**src/hw/rtl/fpr_pkg.sv**
```systemverilog
// Package for the FIFO page replacement block: constants, register indexes
// and the small structs passed between the top level and the frame cells.
// No dependencies.
package fpr_pkg;

   // Elaboration defaults for the top-level parameters
   localparam int MAX_FRAMES_DEF = 8;
   localparam int PAGE_BITS_DEF  = 16;

   // Field widths fixed by the interface
   localparam int TIME_W  = 32;
   localparam int PERIOD_W = 16;
   localparam int LIMIT_W = 4;
   localparam int BITS_W  = 8;

   // Configuration channel
   localparam int CSR_IDX_W  = 4;
   localparam int CSR_DATA_W = 16;
   localparam logic [CSR_IDX_W-1:0] CSR_TICK_PERIOD   = 4'd0;
   localparam logic [CSR_IDX_W-1:0] CSR_FRAMES_IN_USE = 4'd1;

   // Register reset values
   localparam logic [PERIOD_W-1:0] TICK_PERIOD_RST   = 16'd20;
   localparam logic [LIMIT_W-1:0]  FRAMES_IN_USE_RST = 4'd5;

   // Per-frame status flags held by a cell
   typedef struct packed {
      logic occ;
      logic r_bit;
      logic m_bit;
   } fpr_flags_type;

   // Per-cell control for one request beat
   typedef struct packed {
      logic step;   // a request is being processed this cycle
      logic tick;   // clock interrupt: clear R bits
      logic shift;  // eviction: take the neighbour's frame
      logic load;   // this cell receives the new page
      logic wr;     // write access
   } fpr_ctrl_type;

endpackage

```
**src/hw/rtl/fpr_req_if.sv**
```systemverilog
// Request channel: page id, access time and read/write flag.
// Depends on fpr_pkg.
interface fpr_req_if #(
   parameter int PAGE_BITS = fpr_pkg::PAGE_BITS_DEF
);
   import fpr_pkg::*;

   logic                 valid;
   logic                 ready;
   logic [PAGE_BITS-1:0] page_id;
   logic [TIME_W-1:0]    access_time;
   logic                 is_write;

   modport source (output valid, page_id, access_time, is_write, input ready);
   modport sink   (input valid, page_id, access_time, is_write, output ready);
endinterface

```
**src/hw/rtl/fpr_rsp_if.sv**
```systemverilog
// Result channel: hit, eviction, tick and R/M bit snapshot per request.
// Depends on fpr_pkg.
interface fpr_rsp_if #(
   parameter int PAGE_BITS = fpr_pkg::PAGE_BITS_DEF
);
   import fpr_pkg::*;

   logic                 valid;
   logic                 ready;
   logic                 hit;
   logic                 evicted_valid;
   logic [PAGE_BITS-1:0] evicted_page;
   logic                 write_back;
   logic                 tick_taken;
   logic [TIME_W-1:0]    tick_time;
   logic [BITS_W-1:0]    referenced_bits;
   logic [BITS_W-1:0]    modified_bits;

   modport source (output valid, hit, evicted_valid, evicted_page, write_back, tick_taken,
                   tick_time, referenced_bits, modified_bits, input ready);
   modport sink   (input valid, hit, evicted_valid, evicted_page, write_back, tick_taken,
                   tick_time, referenced_bits, modified_bits, output ready);
endinterface

```
**src/hw/rtl/fpr_csr_if.sv**
```systemverilog
// Configuration write channel: register index and write data.
// Depends on fpr_pkg.
interface fpr_csr_if;
   import fpr_pkg::*;

   logic                  valid;
   logic                  ready;
   logic [CSR_IDX_W-1:0]  index;
   logic [CSR_DATA_W-1:0] data;

   modport source (output valid, index, data, input ready);
   modport sink   (input valid, index, data, output ready);
endinterface

```
**src/hw/rtl/fpr_cell.sv**
```systemverilog
// One frame position of the FIFO chain: page id, R, M and occupied flag.
// On eviction it takes its upper neighbour's frame. Depends on fpr_pkg.
module fpr_cell #(
   parameter int PAGE_BITS = fpr_pkg::PAGE_BITS_DEF
) (
   input  logic                  clock,
   input  logic                  reset,
   input  fpr_pkg::fpr_ctrl_type ctrl,
   input  logic [PAGE_BITS-1:0]  req_page,
   input  fpr_pkg::fpr_flags_type nb_flags,
   input  logic [PAGE_BITS-1:0]  nb_page,
   output fpr_pkg::fpr_flags_type flags,
   output logic [PAGE_BITS-1:0]  page,
   output fpr_pkg::fpr_flags_type flags_next,
   output logic                  match
);
   import fpr_pkg::*;

   fpr_flags_type        flags_ff, flags_in;
   logic [PAGE_BITS-1:0] page_ff, page_in;

   // Tag compare against the request
   assign match = flags_ff.occ && (page_ff == req_page);

   // Next frame contents: load, shift from neighbour, or update in place
   always_comb begin
      flags_in = flags_ff;
      page_in  = page_ff;
      if (ctrl.step) begin
         if (ctrl.load) begin
            page_in        = req_page;
            flags_in.occ   = 1'b1;
            flags_in.r_bit = ~ctrl.wr;
            flags_in.m_bit = ctrl.wr;
         end else if (ctrl.shift) begin
            page_in        = nb_page;
            flags_in       = nb_flags;
            flags_in.r_bit = nb_flags.r_bit & ~ctrl.tick;
         end else begin
            flags_in.r_bit = (flags_ff.r_bit & ~ctrl.tick) | (match & ~ctrl.wr);
            flags_in.m_bit = flags_ff.m_bit | (match & ctrl.wr);
         end
      end
   end

   // Clear flags under reset; page id needs none
   always_ff @(posedge clock) begin
      if (reset) begin
         flags_ff <= '0;
      end else begin
         flags_ff <= flags_in;
      end
   end

   always_ff @(posedge clock) begin
      page_ff <= page_in;
   end

   assign flags      = flags_ff;
   assign page       = page_ff;
   assign flags_next = flags_in;

endmodule

```
**src/hw/rtl/fifo_page_replacement.sv**
```systemverilog
// FIFO page replacement with reference and modify bits: top level.
// Depends on fpr_pkg, fpr_req_if, fpr_rsp_if, fpr_csr_if and fpr_cell.
//
// Usage:
//  req_ch carries one page request per beat (page_id, access_time, is_write).
//  rsp_ch returns exactly one result beat per request: hit flag, evicted
//  page with write-back flag, clock-interrupt flag and time, and the R/M
//  bits of the resident frames in FIFO order, bit 0 oldest.
//  csr_ch writes tick_period (index 0) and frames_in_use (index 1); it is
//  always ready. Write only while no request is outstanding.
// Timing:
//  A request is processed in the cycle it is accepted; its result is
//  registered and shows on rsp_ch in the next cycle. One request per
//  cycle is sustained while rsp_ch.ready is high, as the cell chain
//  updates in the accepting cycle. While the receiver stalls the result
//  register holds and req_ch.ready drops, so at most one result waits.
// Reset:
//  Synchronous, active high. All frames empty, tick time zero,
//  tick_period 20, frames_in_use 5. No clearing pass is needed.
module fifo_page_replacement #(
   parameter int MAX_FRAMES = fpr_pkg::MAX_FRAMES_DEF,
   parameter int PAGE_BITS  = fpr_pkg::PAGE_BITS_DEF
) (
   input logic      clock,
   input logic      reset,
   fpr_req_if.sink  req_ch,
   fpr_rsp_if.source rsp_ch,
   fpr_csr_if.sink  csr_ch
);
   import fpr_pkg::*;

   localparam int CNT_W = $clog2(MAX_FRAMES + 1);
   localparam int CMP_W = (CNT_W > LIMIT_W) ? CNT_W : LIMIT_W;

   // Configuration registers
   logic [PERIOD_W-1:0] tick_period_ff, tick_period_in;
   logic [LIMIT_W-1:0]  frames_in_use_ff, frames_in_use_in;

   // Control state
   logic [CNT_W-1:0]  count_ff, count_in;
   logic [TIME_W-1:0] last_tick_ff, last_tick_in;
   logic              rsp_valid_ff, rsp_valid_in;

   // Result register
   logic                 hit_ff, hit_in;
   logic                 ev_valid_ff, ev_valid_in;
   logic [PAGE_BITS-1:0] ev_page_ff, ev_page_in;
   logic                 wb_ff, wb_in;
   logic                 tick_ff, tick_in;
   logic [BITS_W-1:0]    rbits_ff, rbits_in;
   logic [BITS_W-1:0]    mbits_ff, mbits_in;

   // Request decode
   logic              accept;
   logic              tick;
   logic [TIME_W:0]   tick_sum;
   logic              hit;
   logic              evict;
   logic [CMP_W-1:0]  limit;
   logic [CMP_W-1:0]  fiu_wide;
   logic [CNT_W-1:0]  ins_pos;

   // Cell chain
   fpr_ctrl_type         cell_ctrl  [MAX_FRAMES];
   fpr_flags_type        cell_flags [MAX_FRAMES];
   fpr_flags_type        cell_next  [MAX_FRAMES];
   fpr_flags_type        nb_flags   [MAX_FRAMES];
   logic [PAGE_BITS-1:0] cell_page  [MAX_FRAMES];
   logic [PAGE_BITS-1:0] nb_page    [MAX_FRAMES];
   logic [MAX_FRAMES-1:0] match_vec;
   logic [MAX_FRAMES-1:0] occ_vec;
   logic [MAX_FRAMES-1:0] r_next_vec;
   logic [MAX_FRAMES-1:0] m_next_vec;

   // Handshakes
   assign csr_ch.ready = 1'b1;
   assign req_ch.ready = ~rsp_valid_ff | rsp_ch.ready;
   assign accept       = req_ch.valid & req_ch.ready;

   // Take configuration beats
   always_comb begin
      tick_period_in   = tick_period_ff;
      frames_in_use_in = frames_in_use_ff;
      if (csr_ch.valid) begin
         case (csr_ch.index)
            CSR_TICK_PERIOD:   tick_period_in   = csr_ch.data[PERIOD_W-1:0];
            CSR_FRAMES_IN_USE: frames_in_use_in = csr_ch.data[LIMIT_W-1:0];
            default: ;
         endcase
      end
   end

   // Clock interrupt check on 33 bits so an overflowing sum never fires
   assign tick_sum = {1'b0, last_tick_ff} + {{(TIME_W + 1 - PERIOD_W){1'b0}}, tick_period_ff};
   assign tick     = tick_sum <= {1'b0, req_ch.access_time};

   // Clamp the frame limit to 1..MAX_FRAMES
   assign fiu_wide = CMP_W'(frames_in_use_ff);
   always_comb begin
      if (fiu_wide == '0) begin
         limit = CMP_W'(1);
      end else if (fiu_wide > CMP_W'(MAX_FRAMES)) begin
         limit = CMP_W'(MAX_FRAMES);
      end else begin
         limit = fiu_wide;
      end
   end

   assign hit     = |match_vec;
   assign evict   = ~hit & (CMP_W'(count_ff) >= limit);
   assign ins_pos = evict ? (count_ff - CNT_W'(1)) : count_ff;

   // Build the chain of frame cells, oldest at index 0
   genvar gi;
   generate
      for (gi = 0; gi < MAX_FRAMES; gi++) begin : g_cell
         if (gi == MAX_FRAMES - 1) begin : g_last
            assign nb_flags[gi] = '0;
            assign nb_page[gi]  = '0;
         end else begin : g_mid
            assign nb_flags[gi] = cell_flags[gi+1];
            assign nb_page[gi]  = cell_page[gi+1];
         end

         assign cell_ctrl[gi].step  = accept;
         assign cell_ctrl[gi].tick  = tick;
         assign cell_ctrl[gi].shift = evict;
         assign cell_ctrl[gi].load  = ~hit & (ins_pos == CNT_W'(gi));
         assign cell_ctrl[gi].wr    = req_ch.is_write;

         fpr_cell #(
            .PAGE_BITS (PAGE_BITS)
         ) u_cell (
            .clock      (clock),
            .reset      (reset),
            .ctrl       (cell_ctrl[gi]),
            .req_page   (req_ch.page_id),
            .nb_flags   (nb_flags[gi]),
            .nb_page    (nb_page[gi]),
            .flags      (cell_flags[gi]),
            .page       (cell_page[gi]),
            .flags_next (cell_next[gi]),
            .match      (match_vec[gi])
         );

         assign occ_vec[gi]    = cell_flags[gi].occ;
         assign r_next_vec[gi] = cell_next[gi].r_bit;
         assign m_next_vec[gi] = cell_next[gi].m_bit;
      end

      // Fit the R/M snapshot to the output width
      for (gi = 0; gi < BITS_W; gi++) begin : g_bits
         if (gi < MAX_FRAMES) begin : g_have
            assign rbits_in[gi] = r_next_vec[gi];
            assign mbits_in[gi] = m_next_vec[gi];
         end else begin : g_pad
            assign rbits_in[gi] = 1'b0;
            assign mbits_in[gi] = 1'b0;
         end
      end
   endgenerate

   // Advance count and tick time on an accepted beat
   always_comb begin
      count_in     = count_ff;
      last_tick_in = last_tick_ff;
      if (accept) begin
         if (~hit & ~evict) begin
            count_in = count_ff + CNT_W'(1);
         end
         if (tick) begin
            last_tick_in = tick_sum[TIME_W-1:0];
         end
      end
   end

   // Result fields
   assign hit_in      = hit;
   assign ev_valid_in = evict;
   assign ev_page_in  = evict ? cell_page[0] : '0;
   assign wb_in       = evict & cell_flags[0].m_bit;
   assign tick_in     = tick;
   assign rsp_valid_in = accept | (rsp_valid_ff & ~rsp_ch.ready);

   // Control registers
   always_ff @(posedge clock) begin
      if (reset) begin
         tick_period_ff   <= TICK_PERIOD_RST;
         frames_in_use_ff <= FRAMES_IN_USE_RST;
         count_ff         <= '0;
         last_tick_ff     <= '0;
         rsp_valid_ff     <= 1'b0;
      end else begin
         tick_period_ff   <= tick_period_in;
         frames_in_use_ff <= frames_in_use_in;
         count_ff         <= count_in;
         last_tick_ff     <= last_tick_in;
         rsp_valid_ff     <= rsp_valid_in;
      end
   end

   // Load the result register on an accepted beat, hold otherwise
   always_ff @(posedge clock) begin
      if (accept) begin
         hit_ff      <= hit_in;
         ev_valid_ff <= ev_valid_in;
         ev_page_ff  <= ev_page_in;
         wb_ff       <= wb_in;
         tick_ff     <= tick_in;
         rbits_ff    <= rbits_in;
         mbits_ff    <= mbits_in;
      end
   end

   assign rsp_ch.valid           = rsp_valid_ff;
   assign rsp_ch.hit             = hit_ff;
   assign rsp_ch.evicted_valid   = ev_valid_ff;
   assign rsp_ch.evicted_page    = ev_page_ff;
   assign rsp_ch.write_back      = wb_ff;
   assign rsp_ch.tick_taken      = tick_ff;
   assign rsp_ch.tick_time       = last_tick_ff;
   assign rsp_ch.referenced_bits = rbits_ff;
   assign rsp_ch.modified_bits   = mbits_ff;

`ifndef SYNTHESIS
   // Occupied cells form a contiguous run from the oldest, as long as the count
   a_occ_therm : assert property (@(posedge clock) disable iff (reset)
      ($countones(occ_vec) == int'(count_ff)) && ((occ_vec & (occ_vec + 1'b1)) == '0))
      else $error("occupied cells do not match resident count");

   // A page is resident in at most one frame
   a_one_match : assert property (@(posedge clock) disable iff (reset)
      $onehot0(match_vec))
      else $error("page matched in more than one frame");

   // An eviction leaves the resident count unchanged
   a_evict_count : assert property (@(posedge clock) disable iff (reset)
      accept && evict |=> count_ff == $past(count_ff))
      else $error("resident count moved on eviction");

   // Tick time never goes backwards
   a_tick_mono : assert property (@(posedge clock) disable iff (reset)
      !$past(reset) |-> last_tick_ff >= $past(last_tick_ff))
      else $error("tick time decreased");
`endif

endmodule

```
**src/flat_wrapper.sv**
```systemverilog
// flat-port wrapper written by rule: the top's interface ports become plain ports
module fifo_page_replacement_flat import fpr_pkg::*;
#(
   parameter int MAX_FRAMES = fpr_pkg::MAX_FRAMES_DEF,
   parameter int PAGE_BITS  = fpr_pkg::PAGE_BITS_DEF
)
  (clock, reset, req_ch_valid, req_ch_page_id, req_ch_access_time, req_ch_is_write, req_ch_ready, rsp_ch_valid, rsp_ch_hit, rsp_ch_evicted_valid, rsp_ch_evicted_page, rsp_ch_write_back, rsp_ch_tick_taken, rsp_ch_tick_time, rsp_ch_referenced_bits, rsp_ch_modified_bits, rsp_ch_ready, csr_ch_valid, csr_ch_index, csr_ch_data, csr_ch_ready);
  fpr_req_if #(.PAGE_BITS(PAGE_BITS)) req_ch_i ();
  fpr_rsp_if #(.PAGE_BITS(PAGE_BITS)) rsp_ch_i ();
  fpr_csr_if csr_ch_i ();
  input logic clock;
  input logic reset;
  input wire logic [$bits(req_ch_i.valid)-1:0] req_ch_valid;
  input wire logic [$bits(req_ch_i.page_id)-1:0] req_ch_page_id;
  input wire logic [$bits(req_ch_i.access_time)-1:0] req_ch_access_time;
  input wire logic [$bits(req_ch_i.is_write)-1:0] req_ch_is_write;
  output wire logic [$bits(req_ch_i.ready)-1:0] req_ch_ready;
  output wire logic [$bits(rsp_ch_i.valid)-1:0] rsp_ch_valid;
  output wire logic [$bits(rsp_ch_i.hit)-1:0] rsp_ch_hit;
  output wire logic [$bits(rsp_ch_i.evicted_valid)-1:0] rsp_ch_evicted_valid;
  output wire logic [$bits(rsp_ch_i.evicted_page)-1:0] rsp_ch_evicted_page;
  output wire logic [$bits(rsp_ch_i.write_back)-1:0] rsp_ch_write_back;
  output wire logic [$bits(rsp_ch_i.tick_taken)-1:0] rsp_ch_tick_taken;
  output wire logic [$bits(rsp_ch_i.tick_time)-1:0] rsp_ch_tick_time;
  output wire logic [$bits(rsp_ch_i.referenced_bits)-1:0] rsp_ch_referenced_bits;
  output wire logic [$bits(rsp_ch_i.modified_bits)-1:0] rsp_ch_modified_bits;
  input wire logic [$bits(rsp_ch_i.ready)-1:0] rsp_ch_ready;
  input wire logic [$bits(csr_ch_i.valid)-1:0] csr_ch_valid;
  input wire logic [$bits(csr_ch_i.index)-1:0] csr_ch_index;
  input wire logic [$bits(csr_ch_i.data)-1:0] csr_ch_data;
  output wire logic [$bits(csr_ch_i.ready)-1:0] csr_ch_ready;
  assign req_ch_i.valid = req_ch_valid;
  assign req_ch_i.page_id = req_ch_page_id;
  assign req_ch_i.access_time = req_ch_access_time;
  assign req_ch_i.is_write = req_ch_is_write;
  assign req_ch_ready = req_ch_i.ready;
  assign rsp_ch_valid = rsp_ch_i.valid;
  assign rsp_ch_hit = rsp_ch_i.hit;
  assign rsp_ch_evicted_valid = rsp_ch_i.evicted_valid;
  assign rsp_ch_evicted_page = rsp_ch_i.evicted_page;
  assign rsp_ch_write_back = rsp_ch_i.write_back;
  assign rsp_ch_tick_taken = rsp_ch_i.tick_taken;
  assign rsp_ch_tick_time = rsp_ch_i.tick_time;
  assign rsp_ch_referenced_bits = rsp_ch_i.referenced_bits;
  assign rsp_ch_modified_bits = rsp_ch_i.modified_bits;
  assign rsp_ch_i.ready = rsp_ch_ready;
  assign csr_ch_i.valid = csr_ch_valid;
  assign csr_ch_i.index = csr_ch_index;
  assign csr_ch_i.data = csr_ch_data;
  assign csr_ch_ready = csr_ch_i.ready;
  fifo_page_replacement #(.MAX_FRAMES(MAX_FRAMES), .PAGE_BITS(PAGE_BITS)) u_core (.clock(clock), .reset(reset), .req_ch(req_ch_i), .rsp_ch(rsp_ch_i), .csr_ch(csr_ch_i));
endmodule
```
**config.mk**
```make
export PLATFORM = sky130hd
export DESIGN_NAME = fifo_page_replacement_flat
export DESIGN_NICKNAME = d
export VERILOG_FILES = /design/src/hw/rtl/fpr_pkg.sv /design/src/hw/rtl/fpr_req_if.sv /design/src/hw/rtl/fpr_rsp_if.sv /design/src/hw/rtl/fpr_csr_if.sv /design/src/hw/rtl/fpr_cell.sv /design/src/hw/rtl/fifo_page_replacement.sv /design/src/flat_wrapper.sv
export SDC_FILE = /design/constraint.sdc
export NUM_CORES = 1
export LEC_CHECK = 0
export ABC_CLOCK_PERIOD_IN_PS = 7300
export BUFFER_PORTS_ARGS = -buffer_cell sky130_fd_sc_hd__buf_2
export CAP_MARGIN = 30
export CORE_MARGIN = 2
export CORE_UTILIZATION = 60
export DETAILED_ROUTE_END_ITERATION = 10
export PLACE_DENSITY = 0.81
export SYNTH_ARGS = -nofsm -noshare
export SYNTH_HDL_FRONTEND = slang
export SYNTH_SLANG_ARGS = --single-unit
```
**constraint.sdc**
```tcl
create_clock -name clock -period 7.3 [get_ports clock]
set_clock_uncertainty 0.15 [all_clocks]
set_input_delay 1.095 -clock clock [delete_from_list [all_inputs] [get_ports clock]]
set_output_delay 1.095 -clock clock [all_outputs]
set_load 0.005 [all_outputs]
```
==> results.md, run 1 <==
* Minimum hold slack at 0.3114 ns
* Area growth syn-to-layout at 11.60%
* GP Congestion at 0.9266
* Htree depth at 1
* Antenna Cells at 0
* Worst endpoint required time at 7.58 ns
* Worst-path clk slew at 0.06 ns
* Setup TNS at 0 ns
* Final Power at 0.003208 W
* Max_cap viols at 0
* Post-Synth Adder-Cell Area at 0.04922
* Worst path slowest cell: nand3_1
* Netlist cell types at 68
* Syn Inst Count at 1380
* Seq pwr share at 0.489
* Top FF cell, synth: edfxtp_1
* Post-route setup slack at 1.598 ns
* Final core utilization at 0.6760
* Ports at 145
* Critical path, cell by cell: ha_1 > inv_1 > fa_1 > nor2b_1 > o2111ai_1 > nand3_1 > a21oi_1 > o31a_1 > nor2_1 > nand3_1 > nor2_1 > xor2_1 > ha_1 > a21o_1 > a21oi_1 > o221ai_1 > nor2_1 > o211ai_1 > nand2_1 > nand3_1 > nor3_1 > mux2_2
* Detail Route Antenna Nets at 0
* Pleak at 6.537 nW
* Max clock buf depth at 3
* Most common cell after layout, fill and taps aside: nand2_1
* Fillers at 1764
* Initial core utilization at 0.6057
* Syn Area/Cell at 10.24 sq um
* Row Count at 56
* GRT Util Overall at 0.2641
* Nets at 1614
* Final period util at 0.7811
* Avg WL per Cell at 17.95 um
* Fin. Hold Viols at 0
* Nature of the critical path endpoint: flop
* Buf/Inv on CP at 1
* Asr flop ratio synth at 0
* DRT iter0 DRCs at 868
* Fin crit period at 5.702 ns
* Initial antenna violation count at 0
* Post-synth EDFFs at 164
* Synth Area in XOR/XNOR at 0.1016
* Pwr dens at 203.4 mW/mm^2
* Detailed placement HPWL at 23.58 mm
* Syn Nets at 1509
* Number of global-route vias before repair at 10470
* PostCTS Resize Cnt at 0
* Power share of the clock group at 0.390
* Compound-cell area share of the yosys netlist at 0.08605
* Vias per inst at 5.881
* Status: finished clean
* Worst-Margin Slew at 1.000 ns
* First-pass GRT wire length at 52.58 mm
* Combinational group share of total power at 0.120
* CTS Buf Count at 26
* Post-CTS setup buffers at 0
* Final setup violating endpoints at 0
* Hold Buf Count CTS at 0
* Critical path class: flop to flop
* Core footprint at 0.02333 sq mm
* # DRC at 0
* Multiplexer share of the synthesized area at 0.09950
* CP Launch Type: flop
* DRT Wirelength at 32.67 mm
* Critical Path AT at 5.99 ns
* Clock sink count at 245
* Worst slew margin relative to its limit at 0.3312
* Commonest cells after routing, fill and taps aside: nand2_1, edfxtp_1, buf_2
* CTS tree: yes
* Largest net degree at the start of global routing at 52
* Post-Synth Simple-Gate Area at 0.1555
* Fmax at 175.4 MHz
* Root buffer cell: clkbuf_16
* VDD IR-drop max at 172.4 uV
* Max Slew Vio Count at 0
* Grt ovf at 0
* Post-Syn Area at 0.01413 sq mm
* Worst-path fanout max at 20
* PortBufs at 143
* Psw at 0.0007949 W
* Critical Path Max Stage Delay at 0.50 ns
* Fraction of final layout cells sized beyond drive strength 1 at 0.2105
* Pre-CTS WS at 1.664 ns
* CP delay by family, top: simple AND/OR/NAND/NOR gates
* Yosys warns at 0
* Unrepaired setup endpoints after global routing: no
* Internal power at 0.002413 W
* Worst-Skew Late Latency at 0.55 ns
* Net Sw Frac at 0.2478
* Sequential share of the synthesized area at 0.4632
* FF+latch count, synth at 245
* Drt first pass iters at 6
* Hold Path Class: flop to flop
* Die Width at 157.5 um
* Die H at 157.5 um
* Largest family of logic cells by synthesized area: simple AND/OR/NAND/NOR gates
* DR vias at 10700
* Die ar. at 0.02480 sq mm
-- registers in the layout, summed over array words and instances (netlist names) --
| name | cells |
|---|---|
| u_core.g_cell.u_cell.page | 128 |
| u_core.rsp_ch.tick_time | 32 |
| u_core.g_cell.u_cell.flags | 24 |
| u_core.rsp_ch.evicted_page | 16 |
| u_core.tick_period_ff | 16 |
| u_core.rsp_ch.modified_bits | 8 |
| u_core.rsp_ch.referenced_bits | 8 |
| u_core.count_ff | 4 |
| u_core.fiu_wide | 4 |
| u_core.rsp_ch.evicted_valid | 1 |
| u_core.rsp_ch.hit | 1 |
| u_core.rsp_ch.tick_taken | 1 |
| u_core.rsp_ch.valid | 1 |
| u_core.rsp_ch.write_back | 1 |
-- logic make-up after synthesis --
logic type | after synthesis
compound gates | 184
xor+xnor | 164
fa+ha+maj | 55
buf+inv | 143
flops | 245
mux | 129
other cells | 1
simple gates | 459
-- per-layer routing --
| layer | track usage | vias to the layer above | part of all wire |
|---|---|---|---|
| met4 | 0.09048 | 0 | 0.027 |
| met2 | 0.4529 | 384 | 0.49 |
| met1 | 0.3450 | 5160 | 0.42 |
| met3 | 0.03552 | 71 | 0.062 |
| met5 | 0 | - | 0 |
| li1 | - | 5089 | - |
-- layout make-up --
type	count	area [sq um]	area share
flip-flops and latches	245	6546	0.4150
inverters	62	240.2	0.01523
well taps	319	399.1	0.02531
multi-input cells	992	6968	0.4418
repair buffers	158	828.3	0.05251
clock buffers	35	714.4	0.04530
clock inverters	9	76.32	0.004839
-- worst reg2reg max path, stage by stage (launching register included) --
cell and delay, ns:
dfxtp_1 0.34, ha_1 0.17, inv_1 0.06, fa_1 0.43, nor2b_1 0.18, o2111ai_1 0.16, nand3_1 0.15, a21oi_1 0.13
o31a_1 0.47, nor2_1 0.22, nand3_1 0.32, nor2_1 0.22, xor2_1 0.18, ha_1 0.27, a21o_1 0.18, a21oi_1 0.16
o221ai_1 0.19, nor2_1 0.12, o211ai_1 0.11, nand2_1 0.15, nand3_1 0.50, nor3_1 0.37, mux2_2 0.36
-- power groups by stage --
stage | Sequential (W) | Clock [W] | Combinational [W]
after floorplan | 0.00159 | 0 | 0.000275
final | 0.00157 | 0.00125 | 0.000386
after global placement | 0.00160 | 0 | 0.000369
after global routing | 0.00157 | 0.00132 | 0.000425
after detailed placement | 0.00160 | 0 | 0.000380
after CTS | 0.00157 | 0.00127 | 0.000385
-- worst paths after layout --
path                                               endpoint                        from  depth (start not counted)  slack, ns
worst max register to register  u_core.rsp_ch.tick_time[28]  u_core.rsp_ch.tick_time[0]                         22       1.60
worst min-delay path               u_core.tick_period_ff[8]    u_core.tick_period_ff[8]                          2       0.31
worst max-delay path            u_core.rsp_ch.tick_time[28]  u_core.rsp_ch.tick_time[0]                         22       1.60
worst min register to register     u_core.tick_period_ff[8]    u_core.tick_period_ff[8]                          2       0.31
-- cells in the mapped netlist, types with 4 or more instances --
cell type,number,share of area
a2111oi_0,4,0.0025
a211oi_1,10,0.0053
a21o_1,10,0.0053
a21oi_1,67,0.024
a22oi_1,9,0.0048
a31o_2,5,0.0031
and2_1,41,0.018
and3_1,8,0.0035
buf_2,37,0.013
buf_6,4,0.0032
clkbuf_1,36,0.0096
clkinv_1,4,0.0011
dfxtp_1,81,0.11
edfxtp_1,164,0.35
ha_1,54,0.048
inv_1,56,0.015
mux2_2,91,0.073
mux2i_1,37,0.026
nand2_1,183,0.049
nand2b_1,6,0.0027
nand3_1,29,0.010
nand4_1,22,0.0097
nor2_1,79,0.021
nor2b_1,5,0.0022
nor3_1,20,0.0071
nor4_1,27,0.012
o211ai_1,6,0.0032
o21a_1,11,0.0058
o21ai_0,18,0.0064
o22ai_1,6,0.0027
o311ai_0,7,0.0043
o41ai_1,7,0.0043
or2_2,16,0.0071
or3_1,6,0.0027
or4_1,5,0.0027
xnor2_1,43,0.027
xor2_1,121,0.075
-- metrics by stage --
| step | area, sq um | instances |
|---|---|---|
| after floorplan | 14130 | 1380 |
| after global placement | 14980 | 1776 |
| after detailed placement | 14980 | 1776 |
| after CTS | 15770 | 1820 |
| after global routing | 15770 | 1820 |
| final | 15770 | 1820 |
(Power assumes the default switching activity.)
==> run 2, diff against run 1 <==
--- a/config.mk
+++ b/config.mk
@@ -5,13 +5,14 @@
 export SDC_FILE = /design/constraint.sdc
 export NUM_CORES = 1
 export LEC_CHECK = 0
-export ABC_CLOCK_PERIOD_IN_PS = 7300
+export ABC_AREA = 1
+export ABC_CLOCK_PERIOD_IN_PS = 4600
 export BUFFER_PORTS_ARGS = -buffer_cell sky130_fd_sc_hd__buf_2
 export CAP_MARGIN = 30
 export CORE_MARGIN = 2
-export CORE_UTILIZATION = 60
+export CORE_UTILIZATION = 54
 export DETAILED_ROUTE_END_ITERATION = 10
-export PLACE_DENSITY = 0.81
+export PLACE_DENSITY = 0.77
 export SYNTH_ARGS = -nofsm -noshare
 export SYNTH_HDL_FRONTEND = slang
 export SYNTH_SLANG_ARGS = --single-unit
==> constraint.sdc (replaced) <==
create_clock -name clock -period 4.6 [get_ports clock]
set_clock_uncertainty 0.15 [all_clocks]
set_input_delay 0.69 -clock clock [delete_from_list [all_inputs] [get_ports clock]]
set_output_delay 0.69 -clock clock [all_outputs]
set_load 0.005 [all_outputs]
==> run 2 against run 1 <==
  * Fmax is 33% higher
  * Global-route usage shrank 1.3 points
  * Clock power up 94%
  * Cell area increased by 4.8%
  * Sequential power up 68%
  * Via count is 19% higher
  * Combinational power grew to 2.7 times the previous value
  * Total power up 90%
  * Non-clock buffer count up 19
  * Utilization decreased by 4.5 points
  * Synthesized cell count rose by 36%
  * Final cell count is 30% higher
  * Largest cell class unchanged
==> results.md, run 2 <==
* Status: finished clean
* DRT Wirelength at 35.91 mm (+9.9%)
* Nature of the critical path endpoint: flop
* Number of global-route vias before repair at 11890 (+14%)
* Avg WL per Cell at 15.24 um (-15%)
* Worst-path fanout max at 8 (-60%)
* Yosys warns at 0 (unchanged)
* Largest register FFs at 128 (unchanged)
* Fraction of final layout cells sized beyond drive strength 1 at 0.1489 (-0.06166)
* Detail Route Antenna Nets at 0 (unchanged)
* Core footprint at 0.02621 sq mm (+12%)
* GRT Util Overall at 0.2514 (-0.01272)
* Syn Area/Cell at 7.726 sq um (-25%)
* Hold Path Class: primary input to flop
* CTS tree: yes
* Worst-Skew Late Latency at 0.56 ns (about the same)
* VDD IR-drop max at 327.7 uV (+90%)
* Wire length on met1 at 15.28 mm (+10%)
* Sequential share of the synthesized area at 0.4529 (-0.01030)
* WL met2 at 16.87 mm (+6.2%)
* Critical Path AT at 4.45 ns (-1.54 ns)
* Antenna Cells at 0 (unchanged)
* Yosys top cell by area: edfxtp_1
* Syn Nets at 2000 (+33%)
* Fmax at 233.0 MHz (+33%)
* Most frequent cell after synthesis: nand2_1
* Grt ovf at 0 (unchanged)
* Worst-path clk slew at 0.06 ns (about the same)
* DRT iter0 DRCs at 962 (+11%)
* Detailed placement HPWL at 26.58 mm (+13%)
* Fin. Hold Viols at 0 (unchanged)
* Htree depth at 1 (unchanged)
* Final core utilization at 0.6310 (-0.04496)
* Most common cell after layout, fill and taps aside: nand2_1
* Top layer in use: met4
* Drt first pass iters at 7 (+1)
* Fin crit period at 4.291 ns (-1.411 ns)
* Area growth syn-to-layout at 14.40%
* Final setup violating endpoints at 0 (unchanged)
* Critical path class: flop to flop
* Max_cap viols at 0 (unchanged)
* Critical Path Max Stage Delay at 0.34 ns (-0.16 ns)
* Synth top cells by count: nand2_1, inv_1, nor2_1
* Pre-CTS WS at -0.1964 ns (-1.861 ns)
* Post-route setup slack at 0.3091 ns (-1.289 ns)
* Root buffer cell: clkbuf_16
* Initial core utilization at 0.5516 (-0.05416)
* Final Power at 0.006099 W (+90%)
* Hold path startpoint: csr_ch_data[5]
* Pwr dens at 368.8 mW/mm^2 (+81%)
* Synth top area share at 0.3407 (-0.007751)
* Max Slew Vio Count at 0 (unchanged)
* Ports at 145 (unchanged)
* Worst r2r src: u_core.rsp_ch.tick_time[2]
* Vias per inst at 5.403 (-8.1%)
* CP Launch Type: flop
* Top FF cell, synth: edfxtp_1
* Max clock buf depth at 3 (unchanged)
* CTS Buf Count at 28 (+7.7%)
* Worst-Margin Slew at 0.8256 ns (-0.1748 ns)
* FF+latch count, synth at 245 (unchanged)
* Die Width at 167.6 um (+6.4%)
* Crit path top cell by count: nand2_1
* DR vias at 12740 (+19%)
* First-pass GRT wire length at 57.44 mm (+9.2%)
* Pleak at 7.916 nW (+21%)
* GP Congestion at 0.9577 (+3.4%)
* Final period util at 0.9328 (+0.1517)
* Worst setup path startpoint: u_core.rsp_ch.tick_time[2]
* Row Count at 59 (+5.4%)
* Finished Layout Cells at 2357 (+30%)
* PortBufs at 143 (unchanged)
* Worst path slowest cell: dfxtp_2
* Nets at 2129 (+32%)
* Routed wl met3 at 2.278 mm (+12%)
* # DRC at 0 (unchanged)
* Netlist cell types at 46 (-32%)
* Initial antenna violation count at 0 (unchanged)
* Ranking of synthesized cells by area: edfxtp_1, nand2_1, dfxtp_1
* Clock sink count at 245 (unchanged)
* Die ar. at 0.02809 sq mm (+13%)
* Commonest cells after routing, fill and taps aside: nand2_1, inv_1, nor2_1
* Post-Syn Area at 0.01446 sq mm (+2.3%)
* Worst endpoint required time at 4.76 ns (-2.82 ns)
* Placed insts at 2300 (+30%)
* Worst slew margin relative to its limit at 0.4488 (+0.1176)
* Asr flop ratio synth at 0 (unchanged)
* Largest net degree at the start of global routing at 49 (-5.8%)
* Die H at 167.6 um (+6.4%)
* Syn Inst Count at 1871 (+36%)
* Post-synth EDFFs at 164 (unchanged)
[run 2: cell types whose count changed in the layout (fill, tap and decap cells not counted), moves of 28 or more]
cell / delta
xor2_1: -76
and2_1: -41
nor2_1: +132
o21ai_0: +85
inv_1: +171
nand3_1: +28
mux2i_1: -37
o21ai_1: +115
mux2_2: -91
xnor2_1: -32
nand2_1: +337
[run 2: path summary, 6_finish.rpt]
check / endpoint / slack (ns) / cells past startpoint
setup / recovery: u_core.rsp_ch.referenced_bits[7] / 0.31 / 30
setup reg to reg: u_core.rsp_ch.referenced_bits[7] / 0.31 / 30
hold reg to reg: u_core.g_cell[0].u_cell.flags[2] / 0.33 / 2
hold / removal: u_core.tick_period_ff[5] / 0.21 / 3
[run 2: what timing repair did]
action,CTS,global route
hold buffers,0,0
pin swaps,0,7
setup buffers,0,5
endpoints found under the setup margin,48,48
gates resized for setup,3,22
[run 2: cell families after synthesis]
kind of cell / share of synthesized area
DFF: 0.4529
other: 0.0002594
xor gates and xnor gates: 0.03393
adders and majority gates: 0.04813
AOI/OAI and AO/OA: 0.1198
buffers and inverters: 0.09556
and+or+nand+nor: 0.2495
[run 2: power by group]
| part | switching, W | total (W) | internal, W |
|---|---|---|---|
| registers | 0.0000946 | 0.00263 | 0.00254 |
| clock network | 0.000925 | 0.00243 | 0.00150 |
| logic | 0.000678 | 0.00104 | 0.000363 |
[run 2: layer usage]
metal / up-vias / GRT usage
li1: 6330 / -
met1: 5846 / 0.3254
met2: 459 / 0.4286
met3: 101 / 0.03049
met4: 0 / 0.1051
met5: - / 0
[run 2: layout make-up]
cell class,instances,area [sq um]
clock buffer,36,835.8
clock inverter,16,188.9
fill,2119,9669
inverter,245,924.6
multi-input combinational,1303,6633
sequential,245,6549
tap,335,419.2
timing repair buffer,177,987.2
[run 2: critical path: cells and delay by family (launching register included)]
family | cells | cell delay, ns
AO/OA/AOI/OAI | 5 | 0.74
XOR/XNOR | 1 | 0.19
adder cells (fa/ha/maj) | 2 | 0.53
buffers and inverters | 4 | 0.37
flip-flops | 1 | 0.34
AND/OR/NAND/NOR | 18 | 1.71
[run 2: per-stage QoR]
| step | instance area [sq um] | hold WS, ns | setup TNS, ns |
|---|---|---|---|
| 6_report | 16540 | 0.2068 | 0 |
| 5_1_grt | 16540 | 0.2204 | -0.7155 |
| 4_1_cts | 16410 | 0.1843 | 0 |
| 3_5_place_dp | 15370 | 0.3077 | -5.856 |
| 3_3_place_gp | 15370 | 0.3042 | 0 |
| 2_1_floorplan | 14460 | 0.2829 | 0 |
